## config.mk

```make
export PLATFORM = sky130hd
export DESIGN_NAME = grc_div
export DESIGN_NICKNAME = d
export VERILOG_FILES = /design/src/rtl/grid_raycast_column_defines.svh /design/src/rtl/grc_pkg.sv /design/src/rtl/grc_div.sv
export SDC_FILE = /design/constraint.sdc
export NUM_CORES = 1
export LEC_CHECK = 0
export ABC_CLOCK_PERIOD_IN_PS = 9890
export BUFFER_PORTS_ARGS = -buffer_cell sky130_fd_sc_hd__buf_2
export CORE_MARGIN = 10
export CORE_UTILIZATION = 60
export CTS_BUF_LIST = sky130_fd_sc_hd__clkbuf_16
export CTS_CLUSTER_DIAMETER = 40
export DETAILED_ROUTE_END_ITERATION = 16
export PLACE_DENSITY = 0.95
export SLEW_MARGIN = 30
export SYNTH_ARGS = -nofsm -noshare
export SYNTH_HDL_FRONTEND = slang
export SYNTH_SLANG_ARGS = --single-unit
```

## constraint.sdc

```tcl
create_clock -name clk_i -period 9.89 [get_ports clk_i]
set_input_delay 0.989 -clock clk_i [delete_from_list [all_inputs] [get_ports clk_i]]
set_output_delay 0.989 -clock clk_i [all_outputs]
set_load 0.05 [all_outputs]
```

## src/rtl/grid_raycast_column_defines.svh

```systemverilog
// ---------------------------------------------------------------------------
// Ray caster assertion macros
// Shared concurrent assertion forms for the column ray caster.
// ---------------------------------------------------------------------------
`ifndef GRID_RAYCAST_COLUMN_DEFINES_SVH
`define GRID_RAYCAST_COLUMN_DEFINES_SVH

// Same-cycle implication, disabled while reset is held.
`define GRC_ASSERT_IMP(lbl, clk, rstn, ante, cons, msg) \
  lbl: assert property (@(posedge clk) disable iff (!rstn) (ante) |-> (cons)) else $error(msg);

// Next-cycle implication, disabled while reset is held.
`define GRC_ASSERT_NXT(lbl, clk, rstn, ante, cons, msg) \
  lbl: assert property (@(posedge clk) disable iff (!rstn) (ante) |=> (cons)) else $error(msg);

`endif

```

## src/rtl/grc_pkg.sv

```systemverilog
// ---------------------------------------------------------------------------
// grc_pkg
// Widths, register indexes and unit interface types of the column ray caster.
// ---------------------------------------------------------------------------
package grc_pkg;

  localparam int FRAC_BITS   = 16;
  localparam int MAP_DIM_DEF = 32;

  localparam int POS_W = 21;
  localparam int VEC_W = 18;
  localparam int SCR_W = 13;
  localparam int COL_W = 12;
  localparam int CAM_W = 31;
  localparam int RAY_W = 34;
  localparam int DD_W  = 34;
  localparam int SD_W  = 48;
  localparam int DIV_W = 48;
  localparam int CFG_W = 21;

  localparam logic [DD_W-1:0] DELTA_SAT = DD_W'(64'd1 << (2 * FRAC_BITS + 1));

  typedef enum logic [2:0] {
    CFG_POS_X   = 3'd0,
    CFG_POS_Y   = 3'd1,
    CFG_DIR_X   = 3'd2,
    CFG_DIR_Y   = 3'd3,
    CFG_PLANE_X = 3'd4,
    CFG_PLANE_Y = 3'd5,
    CFG_SCR_W   = 3'd6,
    CFG_SCR_H   = 3'd7
  } cfg_idx_e;

  typedef struct packed {
    logic             start;
    logic [DIV_W-1:0] num;
    logic [DIV_W-1:0] den;
  } div_req_t;

  typedef struct packed {
    logic             busy;
    logic             done;
    logic [DIV_W-1:0] quo;
    logic [DIV_W-1:0] rem;
  } div_rsp_t;

endpackage

```

## src/rtl/grc_div.sv

```systemverilog
// ---------------------------------------------------------------------------
// grc_div
// Restoring unsigned divider, one quotient bit per cycle.
// ---------------------------------------------------------------------------
module grc_div (
  input  logic               clk_i,
  input  logic               rst_ni,
  input  grc_pkg::div_req_t  req_i,
  output grc_pkg::div_rsp_t  rsp_o
);

  localparam int W   = grc_pkg::DIV_W;
  localparam int CNT_W = $clog2(W + 1);

  logic             busy_q, done_q;
  logic [CNT_W-1:0] cnt_q;
  logic [W-1:0]     quo_q, rem_q, den_q;
  logic [W:0]       shl, diff;
  logic             ge;

  always_comb begin
    shl  = {rem_q, quo_q[W-1]};
    diff = shl - {1'b0, den_q};
    ge   = ~diff[W];
  end

  always_ff @(posedge clk_i or negedge rst_ni) begin
    if (!rst_ni) begin
      busy_q <= 1'b0;
      done_q <= 1'b0;
      cnt_q  <= '0;
    end else begin
      done_q <= 1'b0;
      if (req_i.start && !busy_q) begin
        busy_q <= 1'b1;
        cnt_q  <= CNT_W'(W);
        quo_q  <= req_i.num;
        den_q  <= req_i.den;
        rem_q  <= '0;
      end else if (busy_q) begin
        // shift one dividend bit in, subtract where it fits
        rem_q <= ge ? diff[W-1:0] : shl[W-1:0];
        quo_q <= {quo_q[W-2:0], ge};
        cnt_q <= cnt_q - 1'b1;
        if (cnt_q == CNT_W'(1)) begin
          busy_q <= 1'b0;
          done_q <= 1'b1;
        end
      end
    end
  end

  assign rsp_o.busy = busy_q;
  assign rsp_o.done = done_q;
  assign rsp_o.quo  = quo_q;
  assign rsp_o.rem  = rem_q;

endmodule

```

==> flow_metrics.env, run 1 <==
export IMPL_cts_clk_slew_worst_paths_ns=0.07
export IMPL_setup_tns_ns=0
export IMPL_fmax_ghz=0.230
export IMPL_total_setup_buffers_inserted_after_cts=0
export IMPL_cp_end_kind="register"
export IMPL_p_comb_share_pct=57.9
export IMPL_rsz0062_at_grt="false"
export IMPL_hp_class="register to register"
export IMPL_netlist_top_cells_count="144 x edfxtp_1, 70 x a21oi_1, 69 x inv_1"
export IMPL_cts_max_level=4
export IMPL_io_pins=197
export IMPL_adder_and_majority_gate_portion_of_the_synthesized_area_pct=6.91
export IMPL_swShare_pct=46.9
export IMPL_synth_area_per_cell_um2=11.1
export IMPL_clock_power_share_pct=15.2
export IMPL_worst_setup_path_type="register to register"
export IMPL_drtPass1Iterations=5
export IMPL_worst_endpoint_required_ns=10.07
export IMPL_grt_overflow=0
export IMPL_place_area_um2=10400
export IMPL_floorplan_die_width_um=145
export IMPL_critPathArrivalTime_ns=4.53
export IMPL_synthMostInstantiatedCell="edfxtp_1"
export IMPL_cts_path_max_buffers=2
export IMPL_first_pass_grt_wire_length_um=39700
export IMPL_pwr_share_seq_pct=27.0
export IMPL_share_of_synthesized_cell_area_in_and_or_nand_and_nor_gates_pct=8.68
export IMPL_area_growth_pct=17.8
export IMPL_leakage_nw=4.77
export IMPL_ant_nets=0
export IMPL_final_period_minus_worst_setup_slack_ns=4.35
export IMPL_synth_edf_count=144
export IMPL_ys_top_cells_by_area="edfxtp_1 46%, mux2_2 8.0%, ha_1 6.7%"
export IMPL_port_buffers=196
export IMPL_clockRootBuffer="clkbuf_16"
export IMPL_core_region_area_um2=15200
export IMPL_die_y_um=145
export IMPL_cts_sinks=152
export IMPL_drt_first_iter_violations=865
export IMPL_clkLatencyLatePin_ns=0.44
export IMPL_detailroute_via_count=7446
export IMPL_placementRows=45
export IMPL_post_route_design_area_um2=11000
export IMPL_worst_pin_slew_ns=0.865
export IMPL_number_of_resized_instances_in_the_post_cts_repair_step=0
export IMPL_skew_ns=0.0167
export IMPL_die_area_um2=21000
export IMPL_synthXorXnorAreaFrac_pct=4.49
export IMPL_synth_flop_cell="edfxtp_1"
export IMPL_setup_worst_path_start_class="register"
export IMPL_post_synth_top_area_cell="edfxtp_1"
export IMPL_postSynthCellCount=840
export IMPL_synth_warning_count=0
export IMPL_final_max_slew_viol_count=0
export IMPL_final_hold_violation_count=0
export IMPL_synth_compound_gate_area_share_pct=16.6
export IMPL_main_combinational_cell_family_by_area_after_synthesis="compound AO/OA/AOI/OAI gates"
export IMPL_dp_final_hpwl_um=17800
export IMPL_detail_route_drc_violations=0
export IMPL_initial_core_utilization_pct=61.4
export IMPL_clock_tree_from_tritoncts="done"
export IMPL_routed_via_density=6.11
export IMPL_max_slew_margin_rel_pct=42.3
export IMPL_synth_seq_cells=152
export IMPL_cts_inserted_buffers=17
export IMPL_worst_ir_drop_vdd_uv=196
export IMPL_async_reset_ff_share_pct=5.26
export IMPL_nNetsFinal=1167
export IMPL_largest_net_degree_at_the_start_of_global_routing=65
export IMPL_groute_usage_overall_pct=24.1
export IMPL_drive_gt1_share_pct=31.1
export IMPL_grt_antenna_before_repair=3
export IMPL_wirelength_um=24800
export IMPL_number_of_global_route_vias_before_repair=7580
export IMPL_report_final_setup_viol=0
export IMPL_outcome="completed"
export IMPL_switchingPower_w=0.00195
export IMPL_synth_mux_area_fraction_pct=9.70
export IMPL_cellPowerDensity_nw_per_um2=379
export IMPL_cap_viol_max_count=0
export IMPL_synth_fp_nets=990
export IMPL_yosysUniqueCellTypes=66
export IMPL_crit_fanout=32
export IMPL_wire_per_inst_um=20.4
export IMPL_mappedNetlistArea_um2=9340
export IMPL_routability_congestion_estimate=0.975
export IMPL_cell_internal_pwr_w=0.00221
export IMPL_cts_hold_buffers_added=0
export IMPL_synth_top_cell_area_share_pct=46.3
export IMPL_fin_crit_sh_pct=43.9
export IMPL_seq_area_frac_synth_pct=48.5
-- cell usage in the layout, fill, tap and decap left out, types with 7 or more instances in the layout --
master | netlist | routed
buf_2 | 11 | 196
edfxtp_1 | 144 | 144
a21oi_1 | 70 | 70
inv_1 | 69 | 69
mux2_2 | 66 | 66
nand2_1 | 66 | 66
ha_1 | 50 | 50
a22o_1 | 33 | 33
nor2_1 | 34 | 32
xnor2_1 | 28 | 28
o21ai_0 | 27 | 27
xor2_1 | 18 | 18
a21o_1 | 18 | 18
clkbuf_16 | 0 | 17
nand4_1 | 16 | 16
nand3_1 | 15 | 15
o21a_1 | 12 | 12
mux2_1 | 10 | 10
o21bai_1 | 9 | 9
a31oi_1 | 8 | 8
nor3_1 | 8 | 8
o21ai_1 | 8 | 8
o221ai_1 | 8 | 8
nand2b_1 | 7 | 7
dfrtp_1 | 8 | 7
-- critical path, cell delays in order (launching register included) --
cell and delay, ns:
edfxtp_1 0.38, inv_1 0.06, ha_1 0.23, fa_1 0.41, nand2b_1 0.18, a211o_1 0.33
a31oi_4 0.22, a31oi_1 0.17, a21oi_1 0.20, nor3_2 0.10, xnor2_4 0.68, buf_4 0.51
mux2_2 0.38, a22o_1 0.20
-- layer usage --
| metal | up-vias | wire, um | share of wire (%) | track usage (%) |
|---|---|---|---|---|
| li1 | 3481 | - | - | - |
| met1 | 3537 | 9590 | 39 | 28.1 |
| met2 | 376 | 12000 | 48 | 40.0 |
| met3 | 50 | 2680 | 11 | 9.52 |
| met4 | 2 | 516 | 2.1 | 7.02 |
| met5 | - | 13 | 0.052 | 0 |
-- path summary, 6_finish.rpt --
kind	slack [ns]	from	cells past startpoint	end
max	5.54	quo_q[47]	13	rem_q[5]
min	0.46	cnt_q[5]	1	cnt_q[5]
max reg2reg	5.54	quo_q[47]	13	rem_q[5]
min reg2reg	0.46	cnt_q[5]	1	cnt_q[5]
max in group asynchronous	8.58	rst_ni	2	busy_q
min in group asynchronous	0.74	rst_ni	2	done_q
-- kinds of logic after synthesis --
kind of cell	count (synthesis)
AOI/OAI and AO/OA	227
and+or+nand+nor	169
DFF	152
buffers and inverters	113
muxes	81
adders and majority gates	51
xor gates and xnor gates	47
-- per-stage QoR --
stage	hold slack [ns]	worst slack [ns]	utilization, %	power [W]	instances
finish	0.459	5.54	72.3	0.00417	1219
global route	0.493	5.32	72.3	0.00441	1218
CTS	0.465	5.53	72.3	0.00415	1217
detailed placement	0.456	5.55	68.7	0.00350	1186
global placement	0.449	5.72	68.5	0.00341	1185
floorplan	0.435	6.05	-	0.00301	840
-- power by group through the flow --
| stage | registers (W) | clock network [W] | logic, W |
|---|---|---|---|
| floorplan | 0.00155 | 0 | 0.00146 |
| global placement | 0.00112 | 0 | 0.00229 |
| detailed placement | 0.00113 | 0 | 0.00237 |
| CTS | 0.00112 | 0.000636 | 0.00240 |
| global route | 0.00115 | 0.000658 | 0.00260 |
| finish | 0.00112 | 0.000633 | 0.00241 |
-- state kept, by name (all words and copies together) (netlist names) --
| signal | count |
|---|---|
| done_q | 1 |
| rem_q | 48 |
| busy_q | 1 |
| cnt_q | 6 |
| den_q | 48 |
| quo_q | 48 |
-- final cells by class --
class / count / area (um^2)
Antenna cell: 2 / 5.00
Multi-Input combinational cell: 575 / 4370
Clock inverter: 14 / 130
Tap cell: 188 / 235
Fill cell: 1065 / 4210
Clock buffer: 17 / 425
Timing Repair Buffer: 202 / 1050
Sequential cell: 152 / 4530
Inverter: 69 / 259
Note: power is estimated with default switching activity, not from simulation.
==> run 2, diff against run 1 <==
--- a/config.mk
+++ b/config.mk
@@ -5,14 +5,14 @@
 export SDC_FILE = /design/constraint.sdc
 export NUM_CORES = 1
 export LEC_CHECK = 0
-export ABC_CLOCK_PERIOD_IN_PS = 9890
+export ABC_CLOCK_PERIOD_IN_PS = 3950
 export BUFFER_PORTS_ARGS = -buffer_cell sky130_fd_sc_hd__buf_2
 export CORE_MARGIN = 10
-export CORE_UTILIZATION = 60
+export CORE_UTILIZATION = 50
 export CTS_BUF_LIST = sky130_fd_sc_hd__clkbuf_16
 export CTS_CLUSTER_DIAMETER = 40
 export DETAILED_ROUTE_END_ITERATION = 16
-export PLACE_DENSITY = 0.95
+export PLACE_DENSITY = 0.85
 export SLEW_MARGIN = 30
 export SYNTH_ARGS = -nofsm -noshare
 export SYNTH_HDL_FRONTEND = slang
==> constraint.sdc (replaced) <==
create_clock -name clk_i -period 3.95 [get_ports clk_i]
set_input_delay 0.395 -clock clk_i [delete_from_list [all_inputs] [get_ports clk_i]]
set_output_delay 0.395 -clock clk_i [all_outputs]
set_load 0.05 [all_outputs]
==> flow_metrics.env, run 2 (synthesized netlist as in run 1, its figures left out) <==
export IMPL_groute_usage_overall_pct=19.4
export IMPL_cts_sinks=152
export IMPL_worst_setup_path_type="register to register"
export IMPL_worstReg2RegStart="quo_q[47]"
export IMPL_fmax_ghz=0.283
export IMPL_wirelength_um=23900
export IMPL_initial_core_utilization_pct=51.5
export IMPL_clkLatencyLatePin_ns=0.43
export IMPL_cts_inserted_buffers=17
export IMPL_layout_commonest_cell="buf_2"
export IMPL_ant_nets=0
export IMPL_number_of_resized_instances_in_the_post_cts_repair_step=0
export IMPL_clockRootBuffer="clkbuf_16"
export IMPL_multiInputGateArea_um2=4370
export IMPL_crit_fanout=22
export IMPL_leakage_nw=4.79
export IMPL_crit_reg2reg_capture="rem_q[32]"
export IMPL_floorplan_die_width_um=157
export IMPL_total_setup_buffers_inserted_after_cts=0
export IMPL_cp_end_kind="register"
export IMPL_layout_area_seq_um2=4530
export IMPL_largest_net_degree_at_the_start_of_global_routing=58
export IMPL_cts_path_max_buffers=2
export IMPL_routed_via_density=5.71
export IMPL_grt_antenna_before_repair=0
export IMPL_final_max_slew_viol_count=0
export IMPL_skew_ns=0.0109
export IMPL_routability_congestion_estimate=0.934
export IMPL_final_period_minus_worst_setup_slack_ns=3.54
export IMPL_dp_final_hpwl_um=17800
export IMPL_area_growth_pct=18.7
export IMPL_worst_ir_drop_vdd_uv=458
export IMPL_drive_gt1_share_pct=31.2
export IMPL_cts_max_level=4
export IMPL_reg_largest_list="den_q x48, quo_q x48, rem_q x48"
export IMPL_worst_pin_slew_ns=0.844
export IMPL_hp_class="input pin to asynchronous set/reset pin"
export IMPL_port_buffers=196
export IMPL_nNetsFinal=1168
export IMPL_drt_first_iter_violations=589
export IMPL_die_y_um=157
export IMPL_post_route_hold_slack_ns=0.111
export IMPL_rrSetupSlack_ns=0.41
export IMPL_dp_cells=1228
export IMPL_die_area_um2=24500
export IMPL_worstRegToRegCells=13
export IMPL_wire_per_inst_um=18.9
export IMPL_power_total_w=0.0104
export IMPL_layout_cells_most_common_list="196 x buf_2, 144 x edfxtp_1, 70 x a21oi_1"
export IMPL_core_region_area_um2=18100
export IMPL_cts_clk_slew_worst_paths_ns=0.08
export IMPL_non_filler_cells_in_the_finished_layout=1260
export IMPL_report_final_setup_viol=0
export IMPL_clock_tree_from_tritoncts="done"
export IMPL_grt_overflow=0
export IMPL_number_of_global_route_vias_before_repair=7330
export IMPL_detailroute_via_count=7194
export IMPL_final_hold_violation_count=0
export IMPL_drtPass1Iterations=5
export IMPL_placementRows=49
export IMPL_setup_worst_path_start_class="register"
export IMPL_fin_crit_sh_pct=89.6
export IMPL_critPathArrivalTime_ns=3.73
export IMPL_setup_tns_ns=0
export IMPL_io_pins=197
export IMPL_cellPowerDensity_nw_per_um2=942
export IMPL_final_fill_count=1444
export IMPL_max_slew_margin_rel_pct=43.7
export IMPL_outcome="completed"
export IMPL_cap_viol_max_count=0
export IMPL_rsz0062_at_grt="false"
export IMPL_detail_route_drc_violations=0
export IMPL_worst_endpoint_required_ns=4.14
export IMPL_antennaDiodeCount=0
export IMPL_cts_hold_buffers_added=0
export IMPL_first_pass_grt_wire_length_um=38200
-- run 2: final cells by class --
cell class                 count  area share (%)
sequential                   152            40.8
multi-input combinational    575            39.4
timing repair buffer         203            9.44
clock buffer                  17            3.84
tap                          229            2.58
inverter                      69            2.34
clock inverter                15            1.56
-- run 2: how the worst max path moves through the flow --
stage,start,end,slack [ns],depth (start not counted)
final,quo_q[47],rem_q[32],0.41,13
after global routing,quo_q[47],rem_q[34],0.23,13
after CTS,quo_q[47],rem_q[32],0.41,13
after detailed placement,quo_q[47],rem_q[32],0.44,13
after global placement,quo_q[47],rem_q[32],0.51,13
after floorplan,quo_q[47],rem_q[44],0.35,13
-- run 2: metrics by stage --
step | area [um^2] | worst slack (ns) | utilization (%)
floorplan | 9340 | 0.355 | -
global placement | 10500 | 0.506 | 57.8
detailed placement | 10500 | 0.445 | 57.8
CTS | 11100 | 0.413 | 61.1
global route | 11100 | 0.228 | 61.1
finish | 11100 | 0.412 | 61.1
-- run 2: routing by layer --
metal | wire [um] | vias to the layer above | track usage (%)
met2 | 11000 | 279 | 30.8
li1 | - | 3473 | -
met5 | 0 | - | 0
met4 | 408 | 0 | 5.71
met1 | 9890 | 3404 | 23.9
met3 | 2570 | 38 | 7.84
-- run 2: power breakdown --
| part | internal (W) | total (W) | switching, W |
|---|---|---|---|
| Combinational | 0.00233 | 0.00599 | 0.00366 |
| Clock | 0.000855 | 0.00164 | 0.000781 |
| Sequential | 0.00242 | 0.00282 | 0.000400 |
| Total | 0.00560 | 0.0104 | 0.00485 |
-- run 2: critical path: stages, from the launching register on --
cell	delay (ns)
edfxtp_1	0.38
inv_1	0.06
ha_1	0.22
fa_1	0.40
nand2b_1	0.18
a211o_1	0.33
a31oi_4	0.22
a31oi_1	0.17
a21oi_1	0.20
nor3_2	0.10
xnor2_4	0.17
buf_4	0.31
mux2_2	0.37
a22o_1	0.18
==> run 3, diff against run 2 <==
--- a/config.mk
+++ b/config.mk
@@ -5,14 +5,15 @@
 export SDC_FILE = /design/constraint.sdc
 export NUM_CORES = 1
 export LEC_CHECK = 0
+export ABC_AREA = 1
 export ABC_CLOCK_PERIOD_IN_PS = 3950
 export BUFFER_PORTS_ARGS = -buffer_cell sky130_fd_sc_hd__buf_2
 export CORE_MARGIN = 10
-export CORE_UTILIZATION = 50
+export CORE_UTILIZATION = 52
 export CTS_BUF_LIST = sky130_fd_sc_hd__clkbuf_16
 export CTS_CLUSTER_DIAMETER = 40
 export DETAILED_ROUTE_END_ITERATION = 16
-export PLACE_DENSITY = 0.85
+export PLACE_DENSITY = 0.86
 export SLEW_MARGIN = 30
 export SYNTH_ARGS = -nofsm -noshare
 export SYNTH_HDL_FRONTEND = slang
==> flow_metrics.env, run 3 <==
export IMPL_worst_ir_drop_vdd_uv=497
export IMPL_worst_endpoint_required_ns=4.14
export IMPL_ys_top_cells_by_area="edfxtp_1 39%, nand2_1 25%, inv_1 11%"
export IMPL_timing_critical_path_to="rem_q[24]"
export IMPL_cap_viol_max_count=0
export IMPL_initial_core_utilization_pct=52.9
export IMPL_grt_antenna_before_repair=1
export IMPL_total_setup_buffers_inserted_after_cts=0
export IMPL_drtPass1Iterations=5
export IMPL_final_fill_count=1964
export IMPL_worst_setup_path_type="register to register"
export IMPL_routability_congestion_estimate=0.976
export IMPL_p_comb_share_pct=60.2
export IMPL_grt_overflow=0
export IMPL_timing_hold_worst_path_depth=1
export IMPL_groute_usage_overall_pct=24.5
export IMPL_report_final_setup_viol=0
export IMPL_slowest_stage_delay_cp_ns=0.51
export IMPL_cellPowerDensity_nw_per_um2=889
export IMPL_synth_compound_gate_area_share_pct=1.73
export IMPL_first_pass_grt_wire_length_um=55700
export IMPL_seq_area_frac_synth_pct=40.5
export IMPL_final_hold_violation_count=0
export IMPL_cell_internal_pwr_w=0.00533
export IMPL_cts_sinks=152
export IMPL_synth_edf_count=144
export IMPL_nNetsFinal=1980
export IMPL_adder_and_majority_gate_portion_of_the_synthesized_area_pct=5.78
export IMPL_critical_path_buffer_and_inverter_count=3
export IMPL_ant_nets=0
export IMPL_worstReg2RegStart="quo_q[47]"
export IMPL_die_y_um=167
export IMPL_mappedNetlistArea_um2=11200
export IMPL_yosysUniqueCellTypes=35
export IMPL_cts_hold_buffers_added=0
export IMPL_crit_reg2reg_capture="rem_q[24]"
export IMPL_leakage_nw=7.20
export IMPL_io_pins=197
export IMPL_cts_path_max_buffers=2
export IMPL_clockRootBuffer="clkbuf_16"
export IMPL_reg_largest_list="den_q x48, quo_q x48, rem_q x48"
export IMPL_finish_utilization_pct=61.7
export IMPL_fin_crit_sh_pct=80.6
export IMPL_synth_seq_cells=152
export IMPL_placementRows=53
export IMPL_critical_path_most_common_cell="nand2_1"
export IMPL_cp_end_kind="register"
export IMPL_power_total_w=0.0116
export IMPL_drt_first_iter_violations=1001
export IMPL_final_period_minus_worst_setup_slack_ns=3.18
export IMPL_die_area_um2=27700
export IMPL_outcome="completed"
export IMPL_worstRegToRegCells=16
export IMPL_setup_tns_ns=0
export IMPL_critical_path_depth=16
export IMPL_synth_flop_cell="edfxtp_1"
export IMPL_clock_power_share_pct=14.5
export IMPL_antennaDiodeCount=0
export IMPL_skew_ns=0.0186
export IMPL_rrSetupSlack_ns=0.77
export IMPL_detail_route_drc_violations=0
export IMPL_clkLatencyLatePin_ns=0.45
export IMPL_layout_cells_most_common_list="754 x nand2_1, 323 x inv_1, 196 x buf_2"
export IMPL_synth_area_per_cell_um2=6.79
export IMPL_crit_fanout=49
export IMPL_floorplan_die_width_um=167
export IMPL_slowest_stage="buf_4"
export IMPL_synthMostInstantiatedCell="nand2_1"
export IMPL_post_synth_top_area_cell="edfxtp_1"
export IMPL_routed_via_density=5.12
export IMPL_crit_path_cell_trace="inv_1, ha_1, fa_1, inv_1, nand2_1, nand2_1, nand3_1, nand2_1, nand2_1, nand2_2, nand2_2, nand4_2, buf_4, nand3b_1, nand3_1, nand2_1"
export IMPL_drive_gt1_share_pct=14.2
export IMPL_pwr_share_seq_pct=25.3
export IMPL_netlist_top_cells_count="754 x nand2_1, 323 x inv_1, 144 x edfxtp_1"
export IMPL_critPathArrivalTime_ns=3.37
export IMPL_largest_net_degree_at_the_start_of_global_routing=57
export IMPL_synth_warning_count=0
export IMPL_number_of_global_route_vias_before_repair=10700
export IMPL_port_buffers=196
export IMPL_dp_final_hpwl_um=26200
export IMPL_detailroute_via_count=10900
export IMPL_synth_mux_area_fraction_pct=0
export IMPL_switchingPower_w=0.00624
export IMPL_area_growth_pct=16.6
export IMPL_postSynthCellCount=1644
export IMPL_core_region_area_um2=21100
export IMPL_clock_tree_from_tritoncts="done"
export IMPL_number_of_resized_instances_in_the_post_cts_repair_step=0
export IMPL_cts_max_level=4
export IMPL_synth_top_cell_area_share_pct=38.7
export IMPL_setup_worst_path_start_class="register"
export IMPL_wire_per_inst_um=16.2
export IMPL_final_max_slew_viol_count=0
export IMPL_async_reset_ff_share_pct=5.26
export IMPL_swShare_pct=53.9
export IMPL_hp_class="input pin to register"
export IMPL_share_of_synthesized_cell_area_in_and_or_nand_and_nor_gates_pct=37.1
export IMPL_cts_clk_slew_worst_paths_ns=0.08
export IMPL_main_combinational_cell_family_by_area_after_synthesis="simple AND/OR/NAND/NOR gates"
export IMPL_cts_inserted_buffers=17
export IMPL_max_slew_margin_rel_pct=46.8
export IMPL_rsz0062_at_grt="false"
export IMPL_worst_pin_slew_ns=0.799
export IMPL_wirelength_um=34200
export IMPL_synth_fp_nets=1794
export IMPL_launch_point_of_the_critical_path="quo_q[47]"
export IMPL_synthXorXnorAreaFrac_pct=1.96
export IMPL_layout_commonest_cell="nand2_1"
export IMPL_path_delay_family="simple AND/OR/NAND/NOR gates"
export IMPL_fmax_ghz=0.314
==> run 3: cell types whose count changed after synthesis, sizes merged, moves of 27 or more <==
cell,delta
nand2,+692
inv,+259
nand3,+85
mux2,-76
nor2,+66
a21oi,-48
a22o,-33
o21ai,-31
nand3b,+30
xnor2,-27
==> run 3: area by class of cell <==
cell class / instances / area [um^2] / share of cell area [%]
flip-flops and latches: 152 / 4530 / 34.8
well taps: 275 / 344 / 2.64
multi-input cells: 1125 / 5230 / 40.2
clock buffers: 17 / 425 / 3.27
inverters: 329 / 1230 / 9.49
repair buffers: 205 / 1090 / 8.34
clock inverters: 15 / 170 / 1.31
==> run 3: metrics by stage <==
step / cell area, um^2 / setup WS, ns / hold WS [ns] / cells
after global placement: 12400 / 0.911 / 0.472 / 2086
after detailed placement: 12400 / 0.827 / 0.476 / 2086
after global routing: 13000 / 0.562 / 0.102 / 2118
after CTS: 13000 / 0.812 / 0.102 / 2118
final: 13000 / 0.768 / 0.116 / 2118
after floorplan: 11200 / 0.289 / 0.0994 / 1644
==> run 3: how the worst min path moves through the flow <==
stage | from | end | slack (ns)
floorplan | rst_ni | busy_q | 0.1
global placement | cnt_q[5] | cnt_q[5] | 0.47
detailed placement | cnt_q[5] | cnt_q[5] | 0.48
CTS | req_i[36] | den_q[36] | 0.10
global route | req_i[47] | den_q[47] | 0.10
finish | req_i[37] | den_q[37] | 0.12
==> run 3: power by group through the flow <==
stage	combinational [W]	clock [W]	sequential, W
5_1_grt	0.00776	0.00176	0.00299
4_1_cts	0.00696	0.00169	0.00292
3_3_place_gp	0.00672	0	0.00291
6_report	0.00697	0.00168	0.00292
2_1_floorplan	0.00403	0	0.00409
3_5_place_dp	0.00689	0	0.00294
==> run 3: cell families (layout without fill, tap and decap cells) <==
group / after synthesis / in the layout
flip-flops: 152 / 152
AO/OA/AOI/OAI: 36 / 36
buffers and inverters: 367 / 566
adder cells (fa/ha/maj): 51 / 51
XOR/XNOR: 25 / 25
AND/OR/NAND/NOR: 1013 / 1013
==> run 3: metal layers <==
layer	global-route usage, %	up-vias	part of all wire [%]
met1	30.8	4921	42
met3	6.59	54	8.7
met5	0	-	0.038
li1	-	5384	-
met4	7.06	2	1.9
met2	40.4	491	47
